==> config.mk <==
export PLATFORM = sky130hd
export DESIGN_NAME = mmss_window
export DESIGN_NICKNAME = d
export VERILOG_FILES = /design/src/mmss_pkg.sv /design/src/mmss_cell.sv /design/src/mmss_window.sv
export SDC_FILE = /design/constraint.sdc
export NUM_CORES = 1
export LEC_CHECK = 0
export BUFFER_PORTS_ARGS = -buffer_cell sky130_fd_sc_hd__buf_2
export CAP_MARGIN = 20
export CORE_MARGIN = 3
export CORE_UTILIZATION = 60
export CTS_BUF_LIST = sky130_fd_sc_hd__clkbuf_8
export DETAILED_ROUTE_END_ITERATION = 6
export GPL_TIMING_DRIVEN = 0
export PLACE_DENSITY = 0.83
export SETUP_SLACK_MARGIN = 0.02
export SLEW_MARGIN = 25
export SYNTH_ARGS = -nofsm -noshare
export SYNTH_HDL_FRONTEND = slang
export SYNTH_SLANG_ARGS = --single-unit
==> constraint.sdc <==
create_clock -name clk -period 1.3 [get_ports clk]
set_clock_uncertainty 0.2 [all_clocks]
set_input_delay 0 -clock clk [delete_from_list [all_inputs] [get_ports clk]]
set_output_delay 0 -clock clk [all_outputs]
set_load 0.005 [all_outputs]
==> src/mmss_pkg.sv <==
`timescale 1ns / 1ps
// ---------------------------------------------------------------------------
// Multi-mode sample smoother package
// Shared widths, mode codes, configuration indexes and the cell interface.
// ---------------------------------------------------------------------------
package mmss_pkg;
  localparam int WINDOW_MAX  = 16;
  localparam int SAMPLE_BITS = 12;
  localparam int POS_BITS    = $clog2(WINDOW_MAX);
  localparam int SIZE_BITS   = 5;
  localparam int OUT_BITS    = 20;
  localparam int ALPHA_BITS  = 17;
  localparam int ERR_BITS    = 18;
  localparam int SUM_BITS    = SAMPLE_BITS + POS_BITS + 1;
  localparam int CNT_BITS    = POS_BITS + 1;

  localparam logic [ALPHA_BITS-1:0] ONE_Q16   = 17'd65536;
  localparam logic [ALPHA_BITS-1:0] NOISE_Q16 = 17'd6554;
  localparam logic [ERR_BITS-1:0]   ERR_MAX   = 18'd262143;

  typedef enum logic [2:0] {
    MODE_EXP    = 3'd0,
    MODE_AVG    = 3'd1,
    MODE_MEDIAN = 3'd2,
    MODE_KALMAN = 3'd3,
    MODE_COMB   = 3'd4
  } mode_t;

  typedef enum logic [1:0] {
    REG_MODE   = 2'd0,
    REG_ALPHA  = 2'd1,
    REG_WINDOW = 2'd2
  } reg_idx_t;

  // Control handed along the cell row.
  typedef struct packed {
    logic                   clear;  // window size change
    logic                   shift;  // rotate entries one cell
    logic                   write;  // write at position
    logic [POS_BITS-1:0]    pos;
    logic [SAMPLE_BITS-1:0] value;
  } cell_ctrl_t;

  function automatic logic [SIZE_BITS-1:0] eff_size(input logic [SIZE_BITS-1:0] v);
    logic [SIZE_BITS-1:0] r;
    r = v;
    if (v == '0) r = SIZE_BITS'(1);
    else if (v > SIZE_BITS'(WINDOW_MAX)) r = SIZE_BITS'(WINDOW_MAX);
    return r;
  endfunction
endpackage

==> src/mmss_cell.sv <==
`timescale 1ns / 1ps
// ---------------------------------------------------------------------------
// Window cell
// One window entry; takes its neighbour's entry when the row rotates.
// ---------------------------------------------------------------------------
module mmss_cell
  import mmss_pkg::*;
(
  input  logic                   clk,
  input  logic                   rst,
  input  cell_ctrl_t             ctrl,
  input  logic [POS_BITS-1:0]    my_index,
  input  logic [SAMPLE_BITS-1:0] from_next,
  output logic [SAMPLE_BITS-1:0] entry
);
  always_ff @(posedge clk) begin
    if (rst || ctrl.clear) begin
      entry <= '0;
    end else if (ctrl.write && ctrl.pos == my_index) begin
      entry <= ctrl.value;
    end else if (ctrl.shift) begin
      entry <= from_next;
    end
  end
endmodule

==> src/mmss_window.sv <==
`timescale 1ns / 1ps
// ---------------------------------------------------------------------------
// Window row
// A ring of cells; a full rotation streams every entry past cell zero.
// ---------------------------------------------------------------------------
module mmss_window
  import mmss_pkg::*;
(
  input  logic                   clk,
  input  logic                   rst,
  input  cell_ctrl_t             ctrl,
  output logic [SAMPLE_BITS-1:0] head
);
  logic [SAMPLE_BITS-1:0] entries [WINDOW_MAX];

  for (genvar g = 0; g < WINDOW_MAX; g++) begin : g_cell
    mmss_cell u_cell (
      .clk      (clk),
      .rst      (rst),
      .ctrl     (ctrl),
      .my_index (POS_BITS'(g)),
      .from_next(entries[(g + 1) % WINDOW_MAX]),
      .entry    (entries[g])
    );
  end

  assign head = entries[0];
endmodule

======== Word level (Yosys, flattened, before mapping) ========
Index checks and enable logic that the tools add are counted.
word-level totals
  logic and storage cells ................. 97
  output and inout bits ................... 12
  register bits ........................... 192
operators by class
  mux-type cells .......................... 32
  equal/unequal tests ..................... 15
  reduce and logical (&&, ||, !) cells .... 34
operators with widths
  kind                                                             count
  12-bit two-way mux                                               32
  4-bit == test, second input constant                             8
  2-bit nonzero test                                               16
  4-bit by 3-bit == test with 1-bit output, second input constant  4
  1-bit logical AND                                                16
  4-bit by 2-bit == test with 1-bit output, second input constant  2
  4-bit by 1-bit == test with 1-bit output, second input constant  1
  4-bit logical NOT                                                1
  1-bit logical OR                                                 1

======== Logic depth before layout (Yosys ltp) ========
Gate-level depths: netlist of the first run.
  depth after elaboration ................. 3
  depth in mapped cells ................... 5
  depth with buffers taken out ............ 3

======== Cells and area by module ========
From an unflattened synthesis of the first run, not the netlist that was laid out.
second synthesis, totals
  cell total of the unflattened synthesis .. 1186
  area total of the unflattened synthesis .. 10857.9 µm²
modules (own cells, without submodules)
  module       times used  area each (µm²)  cells an instance
  mmss_cell    16          678.2            74
  mmss_window  1           7.5              2

======== Worst setup path before layout of the first run ========
Ideal clock, no wire load.
  path type ............................... input port to flip-flop
  start point ............................. input port ctrl[17] (netlist name)
  end point ............................... register g_cell[0].u_cell.entry[10]
  slack ................................... 0.208 ns
  path buffers ............................ 3
  stages .................................. 5
  arrival time ............................ 0.770 ns
  setup time .............................. 0.122 ns
  path through ............................ clkbuf_2 buf_2 buf_2 mux2i_1 a21oi_1
on the way
  word-level cells in the longest chain between the ends .. 1
RTL lines
  element                       line               source
  from (decl)                   mmss_window.sv:11  input cell_ctrl_t ctrl,
  2-bit nonzero test (no line)  -
  to (signal assigned)          mmss_cell.sv:20    entry <= ctrl.value;
  to (signal assigned)          mmss_cell.sv:22    entry <= from_next;
  to (decl)                     mmss_cell.sv:14    output logic [SAMPLE_BITS-1:0] entry
No other way between the ends.
A chain may end at the register's enable or synchronous reset.

======== Worst setup path in the final report of the first run ========
  start point ............................. input port ctrl[8] (netlist name)
  end point ............................... register g_cell[7].u_cell.entry[8]
on the way
  word-level cells in the longest chain between the ends .. 1
RTL lines
  element               line             source
  12-bit two-way mux    mmss_cell.sv:19  end else if (ctrl.write && ctrl.pos == my_index) begin
  to (signal assigned)  mmss_cell.sv:20
  to (signal assigned)  mmss_cell.sv:22
  to (decl)             mmss_cell.sv:14
No other way between the ends.

==> flow_summary.yaml, run 1 <==
cells_and_area:
  drive_gt1_share_pct: 15.45
  largest_register_ffs: 192
  final_nets: 1051
  reg_top3: "g_cell.u_cell.entry (192)"
  diodes: 0
  area_growth_syn_to_layout_pct: 12.43
  largest-register: "g_cell.u_cell.entry"
routing:
  routed_wirelength_mm: 26.72
  drt_iter0_drc: 910
  drtAntennaViolNets: 0
  viasPerCell: 6.433
  dr.pass1.iters: 5
  num_vias: 7861
  route.detailed.drc: 0
  wl_per_cell_um: 21.87
outcome:
  violations: "hold timing"
  status: "finished, violations left"
global_route:
  grt_pass1_vias: 7368
  grt_max_degree: 17
  overflow: 0
  antenna_found_initial: 1
  grt_usage_pct: 32.42
  grt_pass1_wl_mm: 40.67
timing:
  setup_slack_ps: 34.93
  worst_pin_slew_ps: 546.5
  timing.hold.ws_ps: -114.5
  min_period_ps: 1265
  hold_viol: 83
  grt_setup_unrepaired: "true"
  setup_viol: 0
  slew_violations: 0
  fmax_mhz: 790.5
  period_share_pct: 97.31
  slew_headroom_pct: 63.56
placement:
  place_ws_ps: -321.9
  hpwlAfterDp_mm: 18.91
  place_congestion: 0.9667
  port_buffers: 31
job:
  drv_cap: 0
power:
  power_density_nw_per_um2: 1105
  total_leakage_power_uw: 0.003774
  p_int_uw: 8124
  switching_share_pct: 26.27
  pwr-share-seq_pct: 54.1
  power_frac_comb_pct: 10.6
  ir_drop_mv: 0.6599
  p_switching_uw: 2895
  p_clk_share_pct: 35.3
synth:
  ys_seq_area_share_pct: 43.33
  yosysWarnings: 0
  synth_nets: 974
  synth.cell_area_um2: 8871
  ys_ff_latch: 192
  ys_types: 23
  synth-edff-count: 0
  synth_top_area_share_pct: 43.33
  syn_area_per_cell_um2: 9.309
  yosys-top-cells-count: "a21oi_1, dfxtp_1, mux2i_1"
  async_reset_ff_share_pct: 0
  synth.top_cells.by_area: "dfxtp_1, mux2i_1, a21oi_1, o21ai_0, o21ai_1"
  synthFlopType: "dfxtp_1"
  yosysTopAreaCell: "dfxtp_1"
  postSynthCellCount: 953
setup_path:
  worstPathArrival_ps: 1430
  crit_type: "input pin to flop"
  end_kind: "flop"
  cp.required_ps: 1470
  crit_fanout: 4
  startpoint_type: "input pin"
die:
  start_util_pct: 62.69
  dieHeight_um: 127.6
  core_area_um2: 14150
  ioPinCount: 33
  rows: 43
  die_w_um: 127.6
  die_area_um2: 16280
cts:
  cts_sinks: 192
  clockBufferDepth: 2
  cts_root_buf: "clkbuf_8"
  numCtsBuffers: 17
  cts_tree: "built"
  clkTransAtPathRegs_ps: 90
  htreeDepth: 4
  clk_latency_ps: 490
worst_hold_path:
  hp-class: "input pin to flop"
cells in the final DEF, fill, tap and decap left out, types with 3 or more instances in the layout:
cell / instances
buf_2: 67
o21ai_0: 128
buf_4: 21
or3_1: 11
dfxtp_2: 10
clkbuf_1: 30
dfxtp_1: 180
dlygate4sd3_1: 22
o21ai_1: 64
buf_6: 16
a21oi_1: 192
mux2i_1: 192
or3b_1: 16
and3b_1: 4
inv_1: 3
clkinvlp_4: 3
nand3b_1: 15
clkbuf_8: 19
nand2_1: 16
or3b_4: 10
per-stage QoR:
stage	setup TNS (ps)	instances	util (%)	total power, uW	area, um2
global placement	-27210	1164	65.38	7151	9251
floorplan	0	953	-	6830	8871
detailed placement	-35250	1164	65.38	7170	9251
global route	0	1222	70.48	11310	9973
finish	0	1222	70.48	11020	9973
CTS	0	1214	69.51	10930	9836
repair_timing:
item | 4_1_cts | 5_1_grt
hold buffers | 19 | 4
setup buffers | 0 | 10
endpoints found under the hold margin | 156 | 79
endpoints found under the setup margin | 9 | 31
resized for setup | 9 | 25
cell type report:
class	instances	area, um2
plain buffers	95	524.3
clock buffers	19	261.5
clock inverters	12	121.4
fillers	1090	4177
multi-input cells	661	4483
flip-flops and latches	192	3864
well taps	180	225.2
repair buffers	63	494.2
cells by family after synthesis:
logic type	count (synthesis)	synth area share [%]
AND/OR/NAND/NOR	85	7.038
multiplexers	192	21.66
flip-flops	192	43.33
buffers and inverters	100	6.305
AO/OA/AOI/OAI	384	21.66
layer usage:
metal,GRT usage [%],up-vias,wire (um)
li1,-,3629,-
met1,42.71,3684,10960
met2,50.17,436,11720
met3,9.114,112,2787
met4,13.61,0,1254
met5,0,-,0
worst paths after layout:
check                           cells after the start                        from                          to  slack (ps)
worst max-delay path                                5                     ctrl[8]   g_cell[7].u_cell.entry[8]          30
worst min-delay path                                4                    ctrl[12]   g_cell[2].u_cell.entry[2]        -110
worst max register to register                      4   g_cell[0].u_cell.entry[0]  g_cell[15].u_cell.entry[0]         190
worst min register to register                      2  g_cell[9].u_cell.entry[10]  g_cell[9].u_cell.entry[10]         350
power by group through the flow:
stage | Sequential [uW] | Combinational, uW | Clock [uW]
5_1_grt | 5970 | 1230 | 4120
2_1_floorplan | 6080 | 746 | 0
4_1_cts | 5960 | 1110 | 3860
3_5_place_dp | 6100 | 1070 | 0
3_3_place_gp | 6100 | 1050 | 0
6_report | 5960 | 1170 | 3890
critical path: stages:
cell and delay, ps:
dlygate4sd3_1 530, buf_2 170, or3b_4 470, o21ai_0 200
a21oi_1 60
(Power assumes the default switching activity.)
==> run 2, diff against run 1 <==
--- a/config.mk
+++ b/config.mk
@@ -5,14 +5,13 @@
 export SDC_FILE = /design/constraint.sdc
 export NUM_CORES = 1
 export LEC_CHECK = 0
-export BUFFER_PORTS_ARGS = -buffer_cell sky130_fd_sc_hd__buf_2
-export CAP_MARGIN = 20
 export CORE_MARGIN = 3
 export CORE_UTILIZATION = 60
 export CTS_BUF_LIST = sky130_fd_sc_hd__clkbuf_8
 export DETAILED_ROUTE_END_ITERATION = 6
+export DONT_BUFFER_PORTS = 1
 export GPL_TIMING_DRIVEN = 0
-export PLACE_DENSITY = 0.83
+export PLACE_DENSITY = 0.81
 export SETUP_SLACK_MARGIN = 0.02
 export SLEW_MARGIN = 25
 export SYNTH_ARGS = -nofsm -noshare
==> run 2 against run 1 <==
- the run ends with hold timing, setup timing left
- final area is 0.43% higher
- die area stayed put
- core utilization is 0.30 points higher
- highest routed layer unchanged
- clock power is 10% higher
- worst setup slack worse by 48 ps
- final cell count is 1.1% lower
- wire length is 2.4% higher
- non-clock buffer count is 16 lower
- power is 3.7% higher
- global-route usage is 0.76 points higher
- critical path type unchanged
- critical path depth is 1 lower
==> flow_summary.yaml, run 2 (synthesized netlist as in run 1, its figures left out) <==
die:
  die_area_um2: 16280
  core_area_um2: 14150
  start_util_pct: 62.69
  rows: 43
  die_w_um: 127.6
  dieHeight_um: 127.6
  ioPinCount: 33
cts:
  clockBufferDepth: 2
  post_cts_buffers: 0
  cts_tree: "built"
  cts_root_buf: "clkbuf_8"
  htreeDepth: 4
  numCtsBuffers: 17
  clkTransAtPathRegs_ps: 100
  clk_latency_ps: 500
  cts_sinks: 192
timing:
  fmax_mhz: 761.7
  worst_pin_slew_ps: 503.7
  timing.hold.ws_ps: -285.4
  grt_setup_unrepaired: "true"
  slew_headroom_pct: 66.42
  setup_viol: 1
  hold_viol: 143
  min_period_ps: 1313
  setup_slack_ps: -12.85
  slew_violations: 0
  period_share_pct: 101.0
power:
  p_switching_uw: 3089
  ir_drop_mv: 0.6843
  power_frac_comb_pct: 10.4
  finalPower_uw: 11430
  p_clk_share_pct: 37.4
  pwr-share-seq_pct: 52.2
  total_leakage_power_uw: 0.003752
  switching_share_pct: 27.03
  power_density_nw_per_um2: 1141
  p_int_uw: 8340
cells_and_area:
  reg_top3: "g_cell.u_cell.entry (192)"
  final_cell_mix: "mux2i_1, a21oi_1, dfxtp_1"
  final_nets: 1035
  area_growth_syn_to_layout_pct: 12.91
  largest-register: "g_cell.u_cell.entry"
  largest_register_ffs: 192
  drive_gt1_share_pct: 12.07
setup_path:
  cp.required_ps: 1480
  r2r-start: "g_cell[0].u_cell.entry[1]"
  worstPathBufferInverterCount: 1
  startpoint_type: "input pin"
  max_stage_delay_ps: 640
  cp_top_family: "buffers and inverters"
  crit_chain: "dlygate4sd3_1 > or3b_1 > o21ai_0 > a21oi_1"
  worstPathArrival_ps: 1500
  r2r-end: "g_cell[15].u_cell.entry[1]"
  crit_fanout: 4
  cpMaxStageDelayCell: "dlygate4sd3_1"
  crit_type: "input pin to flop"
  rr_worst_depth: 2
  end_kind: "flop"
  rrSetupSlack_ps: 320
routing:
  num_vias: 7844
  routed_wirelength_mm: 27.37
  drt_iter0_drc: 1049
  drtAntennaViolNets: 0
  viasPerCell: 6.488
  wl_per_cell_um: 22.64
  route.detailed.drc: 0
  dr.pass1.iters: 6
placement:
  hpwlAfterDp_mm: 18.90
  place_congestion: 0.9615
  port_buffers: 0
  place_ws_ps: -258.8
worst_hold_path:
  hold_depth: 3
  holdPathEnd: "g_cell[8].u_cell.entry[11]"
  min_from: "ctrl[13]"
  hp-class: "input pin to flop"
global_route:
  antenna_found_initial: 2
  overflow: 0
  grt_pass1_vias: 7158
  grt_pass1_wl_mm: 41.35
  grt_usage_pct: 33.17
  grt_max_degree: 19
outcome:
  status: "finished, violations left"
  violations: "hold timing, setup timing"
job:
  drv_cap: 0
==> run 2: worst max path at each step <==
stage,cells past startpoint,start,endpoint
floorplan,5,ctrl[17],g_cell[0].u_cell.entry[10]
global placement,5,ctrl[18],g_cell[1].u_cell.entry[1]
detailed placement,5,ctrl[18],g_cell[1].u_cell.entry[2]
CTS,4,ctrl[5],g_cell[5].u_cell.entry[5]
global route,6,ctrl[13],g_cell[12].u_cell.entry[11]
finish,4,ctrl[6],g_cell[11].u_cell.entry[6]
==> run 2: worst reg2reg max path: cells and delay by family (launching register included) <==
kind	cells	cell delay, ps
flip-flops	1	400
multiplexers	1	110
AO/OA/AOI/OAI	1	200
==> run 2: repair_timing <==
item                                    in CTS  in global routing
endpoints found under the setup margin       0                 91
hold buffers                                37                 10
resized for setup                            0                 32
endpoints found under the hold margin      192                143
==> run 2: layout make-up <==
type	count	area [um2]
clock buffer	17	234.0
tap	180	225.2
fill	1077	4134
clock inverter	15	193.9
antenna	2	5.005
sequential	192	3845
buffer	100	584.3
timing repair buffer	42	422.9
multi-input combinational	661	4506
==> run 2: metrics by stage <==
stage                     utilization (%)  area (um2)  TNS (ps)  cells
after floorplan                         -        8871         0    953
after global placement              64.29        9096    -21620   1133
after detailed placement            64.29        9096    -29290   1133
after CTS                           69.93        9894         0   1202
after global routing                70.78       10020         0   1209
final                               70.78       10020    -12.85   1209
==> run 2: power groups by stage <==
stage          Combinational, uW  Clock [uW]  Sequential [uW]
2_1_floorplan                746           0             6080
3_3_place_gp                 986           0             6100
3_5_place_dp                1000           0             6100
4_1_cts                     1110        4240             5960
5_1_grt                     1240        4500             5970
6_report                    1190        4280             5970
==> run 2: routing by layer <==
metal / vias up / share of wire (%) / track usage [%]
met5: - / 0 / 0
met3: 102 / 11 / 9.908
li1: 3593 / - / -
met4: 0 / 4.1 / 14.17
met1: 3664 / 40 / 43.70
met2: 485 / 45 / 50.79
