**src/mmss_pkg.sv**
```systemverilog
`timescale 1ns / 1ps
// ---------------------------------------------------------------------------
// Multi-mode sample smoother package
// Shared widths, mode codes, configuration indexes and the cell interface.
// ---------------------------------------------------------------------------
package mmss_pkg;
  localparam int WINDOW_MAX  = 16;
  localparam int SAMPLE_BITS = 12;
  localparam int POS_BITS    = $clog2(WINDOW_MAX);
  localparam int SIZE_BITS   = 5;
  localparam int OUT_BITS    = 20;
  localparam int ALPHA_BITS  = 17;
  localparam int ERR_BITS    = 18;
  localparam int SUM_BITS    = SAMPLE_BITS + POS_BITS + 1;
  localparam int CNT_BITS    = POS_BITS + 1;

  localparam logic [ALPHA_BITS-1:0] ONE_Q16   = 17'd65536;
  localparam logic [ALPHA_BITS-1:0] NOISE_Q16 = 17'd6554;
  localparam logic [ERR_BITS-1:0]   ERR_MAX   = 18'd262143;

  typedef enum logic [2:0] {
    MODE_EXP    = 3'd0,
    MODE_AVG    = 3'd1,
    MODE_MEDIAN = 3'd2,
    MODE_KALMAN = 3'd3,
    MODE_COMB   = 3'd4
  } mode_t;

  typedef enum logic [1:0] {
    REG_MODE   = 2'd0,
    REG_ALPHA  = 2'd1,
    REG_WINDOW = 2'd2
  } reg_idx_t;

  // Control handed along the cell row.
  typedef struct packed {
    logic                   clear;  // window size change
    logic                   shift;  // rotate entries one cell
    logic                   write;  // write at position
    logic [POS_BITS-1:0]    pos;
    logic [SAMPLE_BITS-1:0] value;
  } cell_ctrl_t;

  function automatic logic [SIZE_BITS-1:0] eff_size(input logic [SIZE_BITS-1:0] v);
    logic [SIZE_BITS-1:0] r;
    r = v;
    if (v == '0) r = SIZE_BITS'(1);
    else if (v > SIZE_BITS'(WINDOW_MAX)) r = SIZE_BITS'(WINDOW_MAX);
    return r;
  endfunction
endpackage

```
**src/mmss_divider.sv**
```systemverilog
`timescale 1ns / 1ps
// ---------------------------------------------------------------------------
// Restoring divider
// Unsigned 34-by-19 division, one quotient bit per cycle.
// ---------------------------------------------------------------------------
module mmss_divider
  import mmss_pkg::*;
(
  input  logic        clk,
  input  logic        rst,
  input  logic        start,
  input  logic [33:0] dividend,
  input  logic [18:0] divisor,
  output logic        done,
  output logic [33:0] quotient
);
  logic [5:0]  count;
  logic [18:0] rem;
  logic [33:0] quo;
  logic [19:0] trial;
  logic [20:0] diff;
  logic        busy;

  assign trial = {rem, quo[33]};
  assign diff  = {1'b0, trial} - {2'b0, divisor};

  always_ff @(posedge clk) begin
    if (rst) begin
      busy <= 1'b0;
      done <= 1'b0;
      count <= '0;
    end else begin
      done <= 1'b0;
      if (start) begin
        busy  <= 1'b1;
        count <= 6'd34;
      end else if (busy) begin
        count <= count - 6'd1;
        if (count == 6'd1) begin
          busy <= 1'b0;
          done <= 1'b1;
        end
      end
    end
  end

  always_ff @(posedge clk) begin
    if (start) begin
      rem <= '0;
      quo <= dividend;
    end else if (busy) begin
      if (!diff[20]) begin
        rem <= diff[18:0];
      end else begin
        rem <= trial[18:0];
      end
      quo <= {quo[32:0], ~diff[20]};
    end
  end

  assign quotient = quo;
endmodule

```
**config.mk**
```make
export PLATFORM = sky130hd
export DESIGN_NAME = mmss_divider
export DESIGN_NICKNAME = d
export VERILOG_FILES = /design/src/mmss_pkg.sv /design/src/mmss_divider.sv
export SDC_FILE = /design/constraint.sdc
export NUM_CORES = 1
export LEC_CHECK = 0
export BUFFER_PORTS_ARGS = -buffer_cell sky130_fd_sc_hd__clkbuf_2
export CORE_UTILIZATION = 48
export CTS_BUF_LIST = sky130_fd_sc_hd__clkbuf_4 sky130_fd_sc_hd__clkbuf_8 sky130_fd_sc_hd__clkbuf_16
export DETAILED_ROUTE_END_ITERATION = 12
export PLACE_DENSITY_LB_ADDON = 0.08
export SETUP_SLACK_MARGIN = 0.2
export SYNTH_ARGS = -nofsm -noshare
export SYNTH_HDL_FRONTEND = slang
export SYNTH_SLANG_ARGS = --single-unit
```
**constraint.sdc**
```tcl
create_clock -name clk -period 2.8 [get_ports clk]
set_input_delay 0.28 -clock clk [delete_from_list [all_inputs] [get_ports clk]]
set_output_delay 0.28 -clock clk [all_outputs]
set_load 0.02 [all_outputs]
```
# Word-level counts from Yosys, hierarchy flattened
# Index checks and enable logic that the tools add are counted.
[classes]
n_addsub = 2
n_mul = 0
div_mod_pow = 0
n_lt_le_gt_ge = 0
n_eq_ne = 1
shifts = 0
n_mux = 9
bitwise = 2
reduce_logical = 3
[op_table]
columns = ["operator", "count"]
rows = [
  ["34-bit two-way mux", 2],
  ["20-bit by 19-bit subtractor with 21-bit output", 1],
  ["19-bit two-way mux", 1],
  ["6-bit two-way mux", 2],
  ["6-bit by 1-bit == test with 1-bit output (second input constant)", 1],
  ["6-bit by 1-bit subtractor with 6-bit output (second input constant)", 1],
  ["1-bit two-way mux", 4],
  ["3-bit OR reduction", 1],
  ["1-bit NOT", 2],
  ["2-bit nonzero test", 1],
  ["2-bit OR reduction", 1],
]
[word_totals]
reg_bits = 61
latch_bits = 0
ramBits = 0
rom_bits = 0
output_inout_bits = 35
mem_count = 0

# Longest topological paths before layout
# Gate-level depths: netlist of the first run.
[depth]
word_depth = 4
depth_mapped = 11
ltp_nobuf = 10

# Worst setup path before layout of the first run
# No wires, ideal clock.
[synth_timing]
path_kind = "flip-flop to flip-flop"
start = "register quo[33] (netlist: quotient[33])"
end = "register rem[18]"
setup_time_ns = 0.117
t_arrival_ns = 2.725
required_time_ns = 2.683
slack_ns = -0.042
stages_incl_launch_ff = 11
n_path_buf = 0
period_less_slack_ns = 2.842
path_cell_list = "edfxtp_1 -> inv_1 -> ha_1 -> fa_1 -> nand2b_1 -> a21o_1 -> a31o_1 -> a211o_1 -> and2_1 -> or3b_1 -> a32o_1"
[synth_between]
elab_chain_cells = 2
[synth_lines]
columns = ["element", "line", "rtl"]
rows = [
  ["from (decl)", "mmss_divider.sv:19", "logic [33:0] quo;"],
  ["from (signal assigned)", "mmss_divider.sv:50", "quo <= dividend;"],
  ["from (signal assigned)", "mmss_divider.sv:57", "quo <= {quo[32:0], ~diff[20]};"],
  ["20-bit by 19-bit subtractor with 21-bit output", "mmss_divider.sv:25", "assign diff = {1'b0, trial} - {2'b0, divisor};"],
  ["19-bit two-way mux", "mmss_divider.sv:52", "if (!diff[20]) begin"],
  ["to (signal assigned)", "mmss_divider.sv:53", "rem <= diff[18:0];"],
  ["to (signal assigned)", "mmss_divider.sv:55", "rem <= trial[18:0];"],
  ["to (decl)", "mmss_divider.sv:18", "logic [18:0] rem;"],
]
# Every way passes these cells.
# A chain may end at the register's enable or synchronous reset.

# Worst setup path after layout of the first run
# Ends and elaborated chain as after synthesis.

==> results.json, run 1 <==
{
  "rsz0062_at_grt": "yes",
  "die_x_um": 88.8,
  "die_y_um": 88.8,
  "clk_latency_ps": 330,
  "critPathMaxFanout": 3,
  "worst_pin_slew_ps": 525,
  "numPortBuffers": 90,
  "clockBufferDepth": 2,
  "wire_per_inst_um": 14.1,
  "layout-drive-gt1-share_pct": 34.9,
  "dr.pass1.iters": 4,
  "vias": 2883,
  "path_cells": "inv_1 > ha_2 > fa_2 > nand2b_4 > a21o_1 > a31o_1 > a211o_1 > and2_4 > or3b_1 > a32o_1",
  "endpoint_kind": "flip-flop",
  "final_area_um2": 4480,
  "synth_top_area_cell": "edfxtp_1",
  "synth_nets": 432,
  "grtUsageTotal_pct": 20.6,
  "routed_wl_um": 7850,
  "synthArstFlopShare_pct": 0,
  "cts_made_buffers": 9,
  "critPathTopFamily": "compound AO/OA/AOI/OAI gates",
  "die-area_um2": 7880,
  "start_kind": "flip-flop",
  "max_freq_mhz": 382,
  "hold_class": "in2reg",
  "area_growth_pct": 23.8,
  "drv_cap": 0,
  "hold_viol": 0,
  "ys_ff_latch": 61,
  "root_buffer": "clkbuf_8",
  "period_minus_slack_ps": 2620,
  "rr_startpoint": "quotient[33]$_DFFE_PP_",
  "ant_nets": 0,
  "finalSetupViolations": 0,
  "slowest_delay_ps": 360,
  "postCtsHoldBufs": 0,
  "cts_tree": "yes",
  "gr-total-overflow": 0,
  "antenna_found_initial": 0,
  "syn_area_um2": 3610,
  "setup_tns_ps": 0,
  "core_um2": 7250,
  "min_from": "dividend[0]",
  "status": "finished clean",
  "worst_ep_required_time_ps": 3030,
  "swShare_pct": 26.6,
  "p_sw_uw": 668,
  "power.total_uw": 2510,
  "r2r-end": "rem[18]$_SDFFE_PP0P_",
  "slew_violations": 0,
  "synth_most_common_cell": "edfxtp_1",
  "p_clk_share_pct": 38.4,
  "netlist_instances": 354,
  "first_iter_violations": 65,
  "clkSinkCount": 61,
  "floorplan.rows": 31,
  "synth_ff_type": "edfxtp_1",
  "yosys.cell_types.count": 51,
  "clkTransAtPathRegs_ps": 80,
  "min_path_cells": 3,
  "place_congestion": 0.840,
  "n_antenna_cell": 0,
  "start_util_pct": 49.8,
  "post-synth-top-area-fraction_pct": 28.2,
  "hpwl_um": 5560,
  "cts.htree.levels": 3,
  "skew_ps": 12.3,
  "ios": 91,
  "ys_seq_area_share_pct": 43.2,
  "arrival_ps": 2850,
  "remaining_drc_errors": 0,
  "slew_headroom_pct": 64.9,
  "grt_max_degree": 35,
  "ys_top_cells_by_area": "edfxtp_1, dfxtp_1, mux2_2",
  "syn-mean-instance-area_um2": 10.2,
  "synth.top_cells.by_count": "edfxtp_1, mux2_2, nor2_1",
  "combPwrFrac_pct": 19.0,
  "finish.net_count": 529,
  "yosysWarnings": 0,
  "ir_drop_mv": 0.325,
  "final.period_utilization_pct": 93.5,
  "seqPwrFrac_pct": 42.7,
  "holdPathEnd": "quotient[0]$_DFFE_PP_",
  "synth_edf_count": 34,
  "critPathKind": "reg2reg",
  "slowest_stage": "fa_2",
  "grt_pass1_vias": 2604,
  "r2r_cells": 10,
  "place_area_um2": 4210,
  "grt_pass1_wl_um": 12200,
  "internal-power_uw": 1850,
  "power_leakage_uw": 0.00197,
  "cp_num_buf_inv": 1,
  "via_per_inst": 5.19,
  "p_per_area_nw_per_um2": 561,
  "r2r_slack_ps": 180
}
==> how the worst max path moves through the flow <==
stage | startpoint | to | slack (ps) | cells past startpoint
after floorplan | quotient[33]$_DFFE_PP_ | rem[18]$_SDFFE_PP0P_ | 50 | 10
after global placement | divisor[0] | rem[18]$_SDFFE_PP0P_ | 170 | 10
after detailed placement | quotient[33]$_DFFE_PP_ | rem[18]$_SDFFE_PP0P_ | 140 | 10
after CTS | quotient[33]$_DFFE_PP_ | rem[18]$_SDFFE_PP0P_ | 190 | 10
after global routing | quotient[33]$_DFFE_PP_ | rem[8]$_SDFFE_PP0P_ | 60 | 11
final | quotient[33]$_DFFE_PP_ | rem[18]$_SDFFE_PP0P_ | 180 | 10
==> placed cells by master, fill, tap and decap left out, drive strengths merged, types with 3 or more instances in the layout <==
master / n
a21oi: 18
or2: 3
nand2: 20
o21a: 4
xor2: 4
a31oi: 3
ha: 21
nor3: 9
xnor2: 13
nor4: 4
bufinv: 3
dfxtp: 27
a21o: 7
nand2b: 11
mux2: 33
a32oi: 4
mux2i: 10
o21ai: 17
and3: 4
a211oi: 5
o211ai: 3
buf: 11
nor2: 28
clkbuf: 100
nand3: 3
edfxtp: 34
inv: 25
==> flip-flops by register name, summed over array words and instances, names as in the netlist <==
signal / count
busy: 1
count: 6
done: 1
quotient: 34
rem: 19
==> tightest hold or removal path: cells and delay by family <==
| family | cells | cell delay, ps |
|---|---|---|
| AO/OA/AOI/OAI | 1 | 70 |
| buffers and inverters | 1 | 70 |
| AND/OR/NAND/NOR | 1 | 40 |
==> timing repair <==
item / 4_1_cts / 5_1_grt
pin swaps: 6 / 0
buffers inserted: 2 / 1
gates resized for setup: 0 / 3
endpoints found under the setup margin: 1 / 20
==> cells by family (layout without fill, tap and decap cells) <==
kind of cell               Yosys count  count (layout)  synth area share, %
muxes                               43              43                 13.0
AOI/OAI and AO/OA                   77              77                 14.3
DFF                                 61              61                 43.2
buffers and inverters               40             142                 4.53
adders and majority gates           22              22                 7.82
xor gates and xnor gates            17              17                 4.12
and+or+nand+nor                     94              94                 13.0
==> per-stage QoR <==
step | utilization [%] | std cells | worst slack, ps | hold WS, ps
2_1_floorplan | - | 354 | 51.9 | 444
3_3_place_gp | 58.0 | 536 | 173 | 470
3_5_place_dp | 58.0 | 536 | 140 | 475
4_1_cts | 61.5 | 554 | 186 | 224
5_1_grt | 61.7 | 555 | 56.3 | 223
6_report | 61.7 | 555 | 181 | 239
==> power groups by stage <==
stage	Combinational, uW	Clock (uW)	Sequential [uW]
3_3_place_gp	464	0	1090
3_5_place_dp	470	0	1090
2_1_floorplan	264	0	1150
6_report	476	965	1070
5_1_grt	530	1030	1080
4_1_cts	476	983	1070
==> area by class of cell <==
class,instances,area (um2)
inverters,25,93.8
clock inverters,6,111
flip-flops and latches,61,1560
repair buffers,101,546
clock buffers,10,131
multi-input cells,253,1910
fillers,641,2780
well taps,99,124
==> layer usage <==
layer  global-route usage [%]  vias up  part of all wire [%]
met5                        0        -                     0
met4                     7.62        0                  0.96
met3                     5.04        6                   3.9
met2                     32.6       66                    47
met1                     27.4     1317                    48
li1                         -     1494                     -
Note: power is estimated with default switching activity, not from simulation.
==> run 2: changes to the inputs <==
--- a/config.mk
+++ b/config.mk
@@ -5,8 +5,8 @@
 export SDC_FILE = /design/constraint.sdc
 export NUM_CORES = 1
 export LEC_CHECK = 0
-export BUFFER_PORTS_ARGS = -buffer_cell sky130_fd_sc_hd__clkbuf_2
-export CORE_UTILIZATION = 48
+export BUFFER_PORTS_ARGS = -buffer_cell sky130_fd_sc_hd__buf_2
+export CORE_UTILIZATION = 58
 export CTS_BUF_LIST = sky130_fd_sc_hd__clkbuf_4 sky130_fd_sc_hd__clkbuf_8 sky130_fd_sc_hd__clkbuf_16
 export DETAILED_ROUTE_END_ITERATION = 12
 export PLACE_DENSITY_LB_ADDON = 0.08
==> constraint.sdc (replaced) <==
create_clock -name clk -period 3.1 [get_ports clk]
set_input_delay 0.31 -clock clk [delete_from_list [all_inputs] [get_ports clk]]
set_output_delay 0.31 -clock clk [all_outputs]
set_load 0.02 [all_outputs]
==> results.json, run 2 (same netlist as run 1, synthesis figures left out) <==
{
  "grt_pass1_wl_um": 12200,
  "grt_max_degree": 35,
  "critPathTopFamily": "compound AO/OA/AOI/OAI gates",
  "grtUsageTotal_pct": 24.7,
  "grt_pass1_vias": 2734,
  "place_area_um2": 4130,
  "drv_cap": 0,
  "die-area_um2": 6550,
  "place_congestion": 0.882,
  "finish.net_count": 527,
  "r2r_cells": 10,
  "remaining_drc_errors": 0,
  "clockBufferDepth": 2,
  "endpoint_kind": "flip-flop",
  "rsz0062_at_grt": "yes",
  "hpwl_um": 5610,
  "numPortBuffers": 90,
  "p_clk_share_pct": 39.0,
  "cp_num_buf_inv": 1,
  "gr-total-overflow": 0,
  "hold_viol": 0,
  "antenna_found_initial": 0,
  "postCtsHoldBufs": 0,
  "worst_ep_required_time_ps": 3320,
  "start_kind": "flip-flop",
  "cts_made_buffers": 9,
  "period_minus_slack_ps": 2850,
  "slew_violations": 0,
  "worst_hold_slack_ps": 261,
  "slew_headroom_pct": 57.5,
  "final_core_util_pct": 74.3,
  "root_buffer": "clkbuf_8",
  "slowest_stage": "edfxtp_1",
  "p_sw_uw": 584,
  "p_per_area_nw_per_um2": 518,
  "routed_wl_um": 7760,
  "hold_class": "in2reg",
  "layout-drive-gt1-share_pct": 33.9,
  "worstSetupStartpoint": "quotient[33]$_DFFE_PP_",
  "cts_tree": "yes",
  "ir_drop_mv": 0.448,
  "critPathKind": "reg2reg",
  "power_leakage_uw": 0.00195,
  "finalSetupViolations": 0,
  "largest_register_ffs": 34,
  "rr_startpoint": "quotient[33]$_DFFE_PP_",
  "slowest_delay_ps": 390,
  "clkSinkCount": 61,
  "clk_latency_ps": 330,
  "first_iter_violations": 139,
  "min_path_cells": 2,
  "cp_num_cells": 10,
  "die_x_um": 80.9,
  "final.period_utilization_pct": 91.8,
  "floorplan.rows": 28,
  "dr.pass1.iters": 4,
  "combPwrFrac_pct": 18.7,
  "setup_tns_ps": 0,
  "vias": 2956,
  "final_common_cell": "buf_2",
  "wire_per_inst_um": 14.7,
  "area_growth_pct": 22.4,
  "status": "finished clean",
  "die_y_um": 80.9,
  "start_util_pct": 60.7,
  "internal-power_uw": 1710,
  "ios": 91,
  "seqPwrFrac_pct": 42.3,
  "n_antenna_cell": 0,
  "critPathMaxFanout": 4,
  "core_um2": 5960,
  "ant_nets": 0,
  "arrival_ps": 3070,
  "cts.htree.levels": 3,
  "path_cells": "inv_1 > ha_2 > fa_2 > nand2b_4 > a21o_1 > a31o_1 > a211o_1 > and2_4 > or3b_1 > a32o_1",
  "worst_pin_slew_ps": 637,
  "swShare_pct": 25.5,
  "mostFrequentLayoutCells": "buf_2, edfxtp_1, mux2_2, nor2_1, dfxtp_1",
  "max_freq_mhz": 351,
  "via_per_inst": 5.59,
  "min_from": "rst",
  "final_area_um2": 4420,
  "clkTransAtPathRegs_ps": 70,
  "skew_ps": 9.60
}
[run 2: changes by cell type in the layout (fill, tap and decap cells not counted), sizes merged]
cell      previous run  this run
clkinv               2         1
clkinvlp             1         0
buf                 11        99
clkbuf             100        12
[run 2: worst paths after layout]
kind	slack, ps	to
max	250	rem[18]$_SDFFE_PP0P_
min	260	count[1]$_SDFFE_PP0P_
max reg2reg	250	rem[18]$_SDFFE_PP0P_
min reg2reg	490	rem[2]$_SDFFE_PP0P_
[run 2: per-layer routing]
layer | routed length [um] | vias up | track usage (%)
li1 | - | 1480 | -
met1 | 3340 | 1391 | 31.2
met2 | 3990 | 76 | 41.3
met3 | 352 | 9 | 6.29
met4 | 75 | 0 | 7.68
met5 | 0 | - | 0
[run 2: worst register-to-register path: cells and delay by family (launching register included)]
| family | cells | cell delay [ps] |
|---|---|---|
| AO/OA/AOI/OAI | 4 | 1020 |
| AND/OR/NAND/NOR | 3 | 680 |
| adder cells (fa/ha/maj) | 2 | 570 |
| flip-flops | 1 | 390 |
| buffers and inverters | 1 | 60 |
[run 2: area by class of cell]
| type | count | area, um2 |
|---|---|---|
| repair buffers | 99 | 518 |
| fillers | 440 | 1530 |
| multi-input cells | 253 | 1900 |
| inverters | 25 | 93.8 |
| well taps | 75 | 93.8 |
| clock inverters | 4 | 93.8 |
| clock buffers | 12 | 159 |
| flip-flops and latches | 61 | 1560 |
[run 2: power by group through the flow]
stage / Clock [uW] / Combinational, uW / Sequential [uW]
final: 894 / 429 / 969
after global placement: 0 / 411 / 982
after CTS: 905 / 422 / 969
after floorplan: 0 / 235 / 1040
after global routing: 942 / 471 / 978
after detailed placement: 0 / 419 / 985
[run 2: per-stage QoR]
| stage | setup slack, ps | total power (uW) | std cells |
|---|---|---|---|
| 6_report | 253 | 2290 | 529 |
| 5_1_grt | 171 | 2390 | 529 |
| 4_1_cts | 227 | 2300 | 526 |
| 3_5_place_dp | 210 | 1400 | 510 |
| 3_3_place_gp | 273 | 1390 | 510 |
| 2_1_floorplan | 258 | 1270 | 354 |
[run 2: timing repair]
action,CTS,global route
gates resized for setup,0,4
buffers inserted,0,3
setup endpoints to repair,0,13
==> run 3: changes to the inputs <==
==> constraint.sdc (replaced) <==
create_clock -name clk -period 3.1 [get_ports clk]
set_input_delay 0.62 -clock clk [delete_from_list [all_inputs] [get_ports clk]]
set_output_delay 0.62 -clock clk [all_outputs]
set_load 0.02 [all_outputs]
==> results.json, run 3 (same netlist as run 1, synthesis figures left out) <==
{
  "vias": 2897,
  "ios": 91,
  "root_buffer": "clkbuf_8",
  "wl_met3_um": 335,
  "critPathMaxFanout": 3,
  "crit_end": "rem[18]$_SDFFE_PP0P_",
  "worst_pin_slew_ps": 775,
  "postCtsHoldBufs": 0,
  "worstSetupStartpoint": "quotient[33]$_DFFE_PP_",
  "cts_setup_buffers": 0,
  "met1_length_um": 3530,
  "worst_ep_required_time_ps": 3330,
  "via_per_inst": 5.49,
  "clk_latency_ps": 330,
  "die_x_um": 80.9,
  "floorplan.rows": 28,
  "largest_register_ffs": 34,
  "p_per_area_nw_per_um2": 498,
  "cts_made_buffers": 9,
  "remaining_drc_errors": 0,
  "ir_drop_mv": 0.424,
  "clkSinkCount": 61,
  "finalSetupViolations": 0,
  "slew_headroom_pct": 48.2,
  "die_y_um": 80.9,
  "n_antenna_cell": 0,
  "core_um2": 5960,
  "final.period_utilization_pct": 89.1,
  "skew_ps": 2.91,
  "slowest_delay_ps": 400,
  "rsz0062_at_grt": "no",
  "status": "finished clean",
  "clkTransAtPathRegs_ps": 70,
  "critPathTopFamily": "compound AO/OA/AOI/OAI gates",
  "die-area_um2": 6550,
  "cts.htree.levels": 3,
  "slew_violations": 0,
  "r2r_slack_ps": 340,
  "min_path_cells": 2,
  "gr-total-overflow": 0,
  "cp_num_buf_inv": 1,
  "setup_tns_ps": 0,
  "r2r_cells": 10,
  "final_area_um2": 4380,
  "power_leakage_uw": 0.00192,
  "endpoint_kind": "flip-flop",
  "first_iter_violations": 140,
  "ctsResizeCount": 0,
  "routed_wl_um": 7730,
  "rr_startpoint": "quotient[33]$_DFFE_PP_",
  "period_minus_slack_ps": 2760,
  "place_congestion": 0.841,
  "r2r-end": "rem[18]$_SDFFE_PP0P_",
  "max_freq_mhz": 362,
  "grt_pass1_wl_um": 11900,
  "hold_class": "reg2reg",
  "slowest_stage": "edfxtp_1",
  "cp_num_cells": 10,
  "top_layer": "met4",
  "antenna_found_initial": 0,
  "numPortBuffers": 90,
  "cts_tree": "yes",
  "path_cells": "inv_1 > ha_1 > fa_2 > nand2b_1 > a21o_1 > a31o_1 > a211o_1 > and2_4 > or3b_1 > a32o_1",
  "final_common_cell": "buf_2",
  "clockBufferDepth": 2,
  "finish.net_count": 526,
  "grt_pass1_vias": 2576,
  "wire_per_inst_um": 14.6,
  "hold_viol": 0,
  "layout-drive-gt1-share_pct": 33.6,
  "hpwl_um": 5600,
  "worst_hold_slack_ps": 487,
  "ant_nets": 0,
  "drv_cap": 0,
  "start_kind": "flip-flop",
  "grt_max_degree": 35,
  "critPathKind": "reg2reg",
  "start_util_pct": 60.7,
  "mostFrequentLayoutCells": "buf_2, edfxtp_1, mux2_2, nor2_1, dfxtp_1",
  "dr_wl_met2_um": 3750,
  "dr.pass1.iters": 4,
  "area_growth_pct": 21.1,
  "place_area_um2": 4150,
  "grtUsageTotal_pct": 24.1,
  "arrival_ps": 2990
}
run 3: cell type report:
class | instances | area, um2
clock inverters | 7 | 98.8
flip-flops and latches | 61 | 1560
fillers | 466 | 1580
multi-input cells | 253 | 1890
inverters | 25 | 93.8
clock buffers | 9 | 124
well taps | 75 | 93.8
repair buffers | 98 | 510
run 3: how the worst min path moves through the flow:
stage / startpoint / to
floorplan: rem[2]$_SDFFE_PP0P_ / rem[2]$_SDFFE_PP0P_
global placement: rem[14]$_SDFFE_PP0P_ / rem[14]$_SDFFE_PP0P_
detailed placement: rem[14]$_SDFFE_PP0P_ / rem[14]$_SDFFE_PP0P_
CTS: rem[14]$_SDFFE_PP0P_ / rem[14]$_SDFFE_PP0P_
global route: rem[14]$_SDFFE_PP0P_ / rem[14]$_SDFFE_PP0P_
finish: rem[14]$_SDFFE_PP0P_ / rem[14]$_SDFFE_PP0P_
run 3: power breakdown:
group	switching (uW)	total, uW	internal (uW)
registers	38.2	968	930
clock network	329	786	456
logic	237	425	188
run 3: through the flow:
stage | instances | setup slack [ps] | util [%] | power (uW)
final | 528 | 337 | 73.5 | 2180
after global routing | 528 | 210 | 73.5 | 2270
after CTS | 528 | 304 | 73.5 | 2190
after detailed placement | 512 | -0.749 | 69.7 | 1410
after global placement | 512 | 62.3 | 69.7 | 1400
after floorplan | 354 | 216 | - | 1270
run 3: layer usage:
layer  vias up  GRT usage (%)
met5         -              0
met2        77           38.9
met4         0           7.50
met1      1327           32.2
met3        13           5.17
li1       1480              -
run 3: worst reg2reg max path: cells and delay by family, from the launching register on:
| kind | cells | cell delay (ps) |
|---|---|---|
| AO/OA/AOI/OAI | 4 | 940 |
| adder cells (fa/ha/maj) | 2 | 560 |
| buffers and inverters | 1 | 60 |
| flip-flops | 1 | 400 |
| AND/OR/NAND/NOR | 3 | 710 |
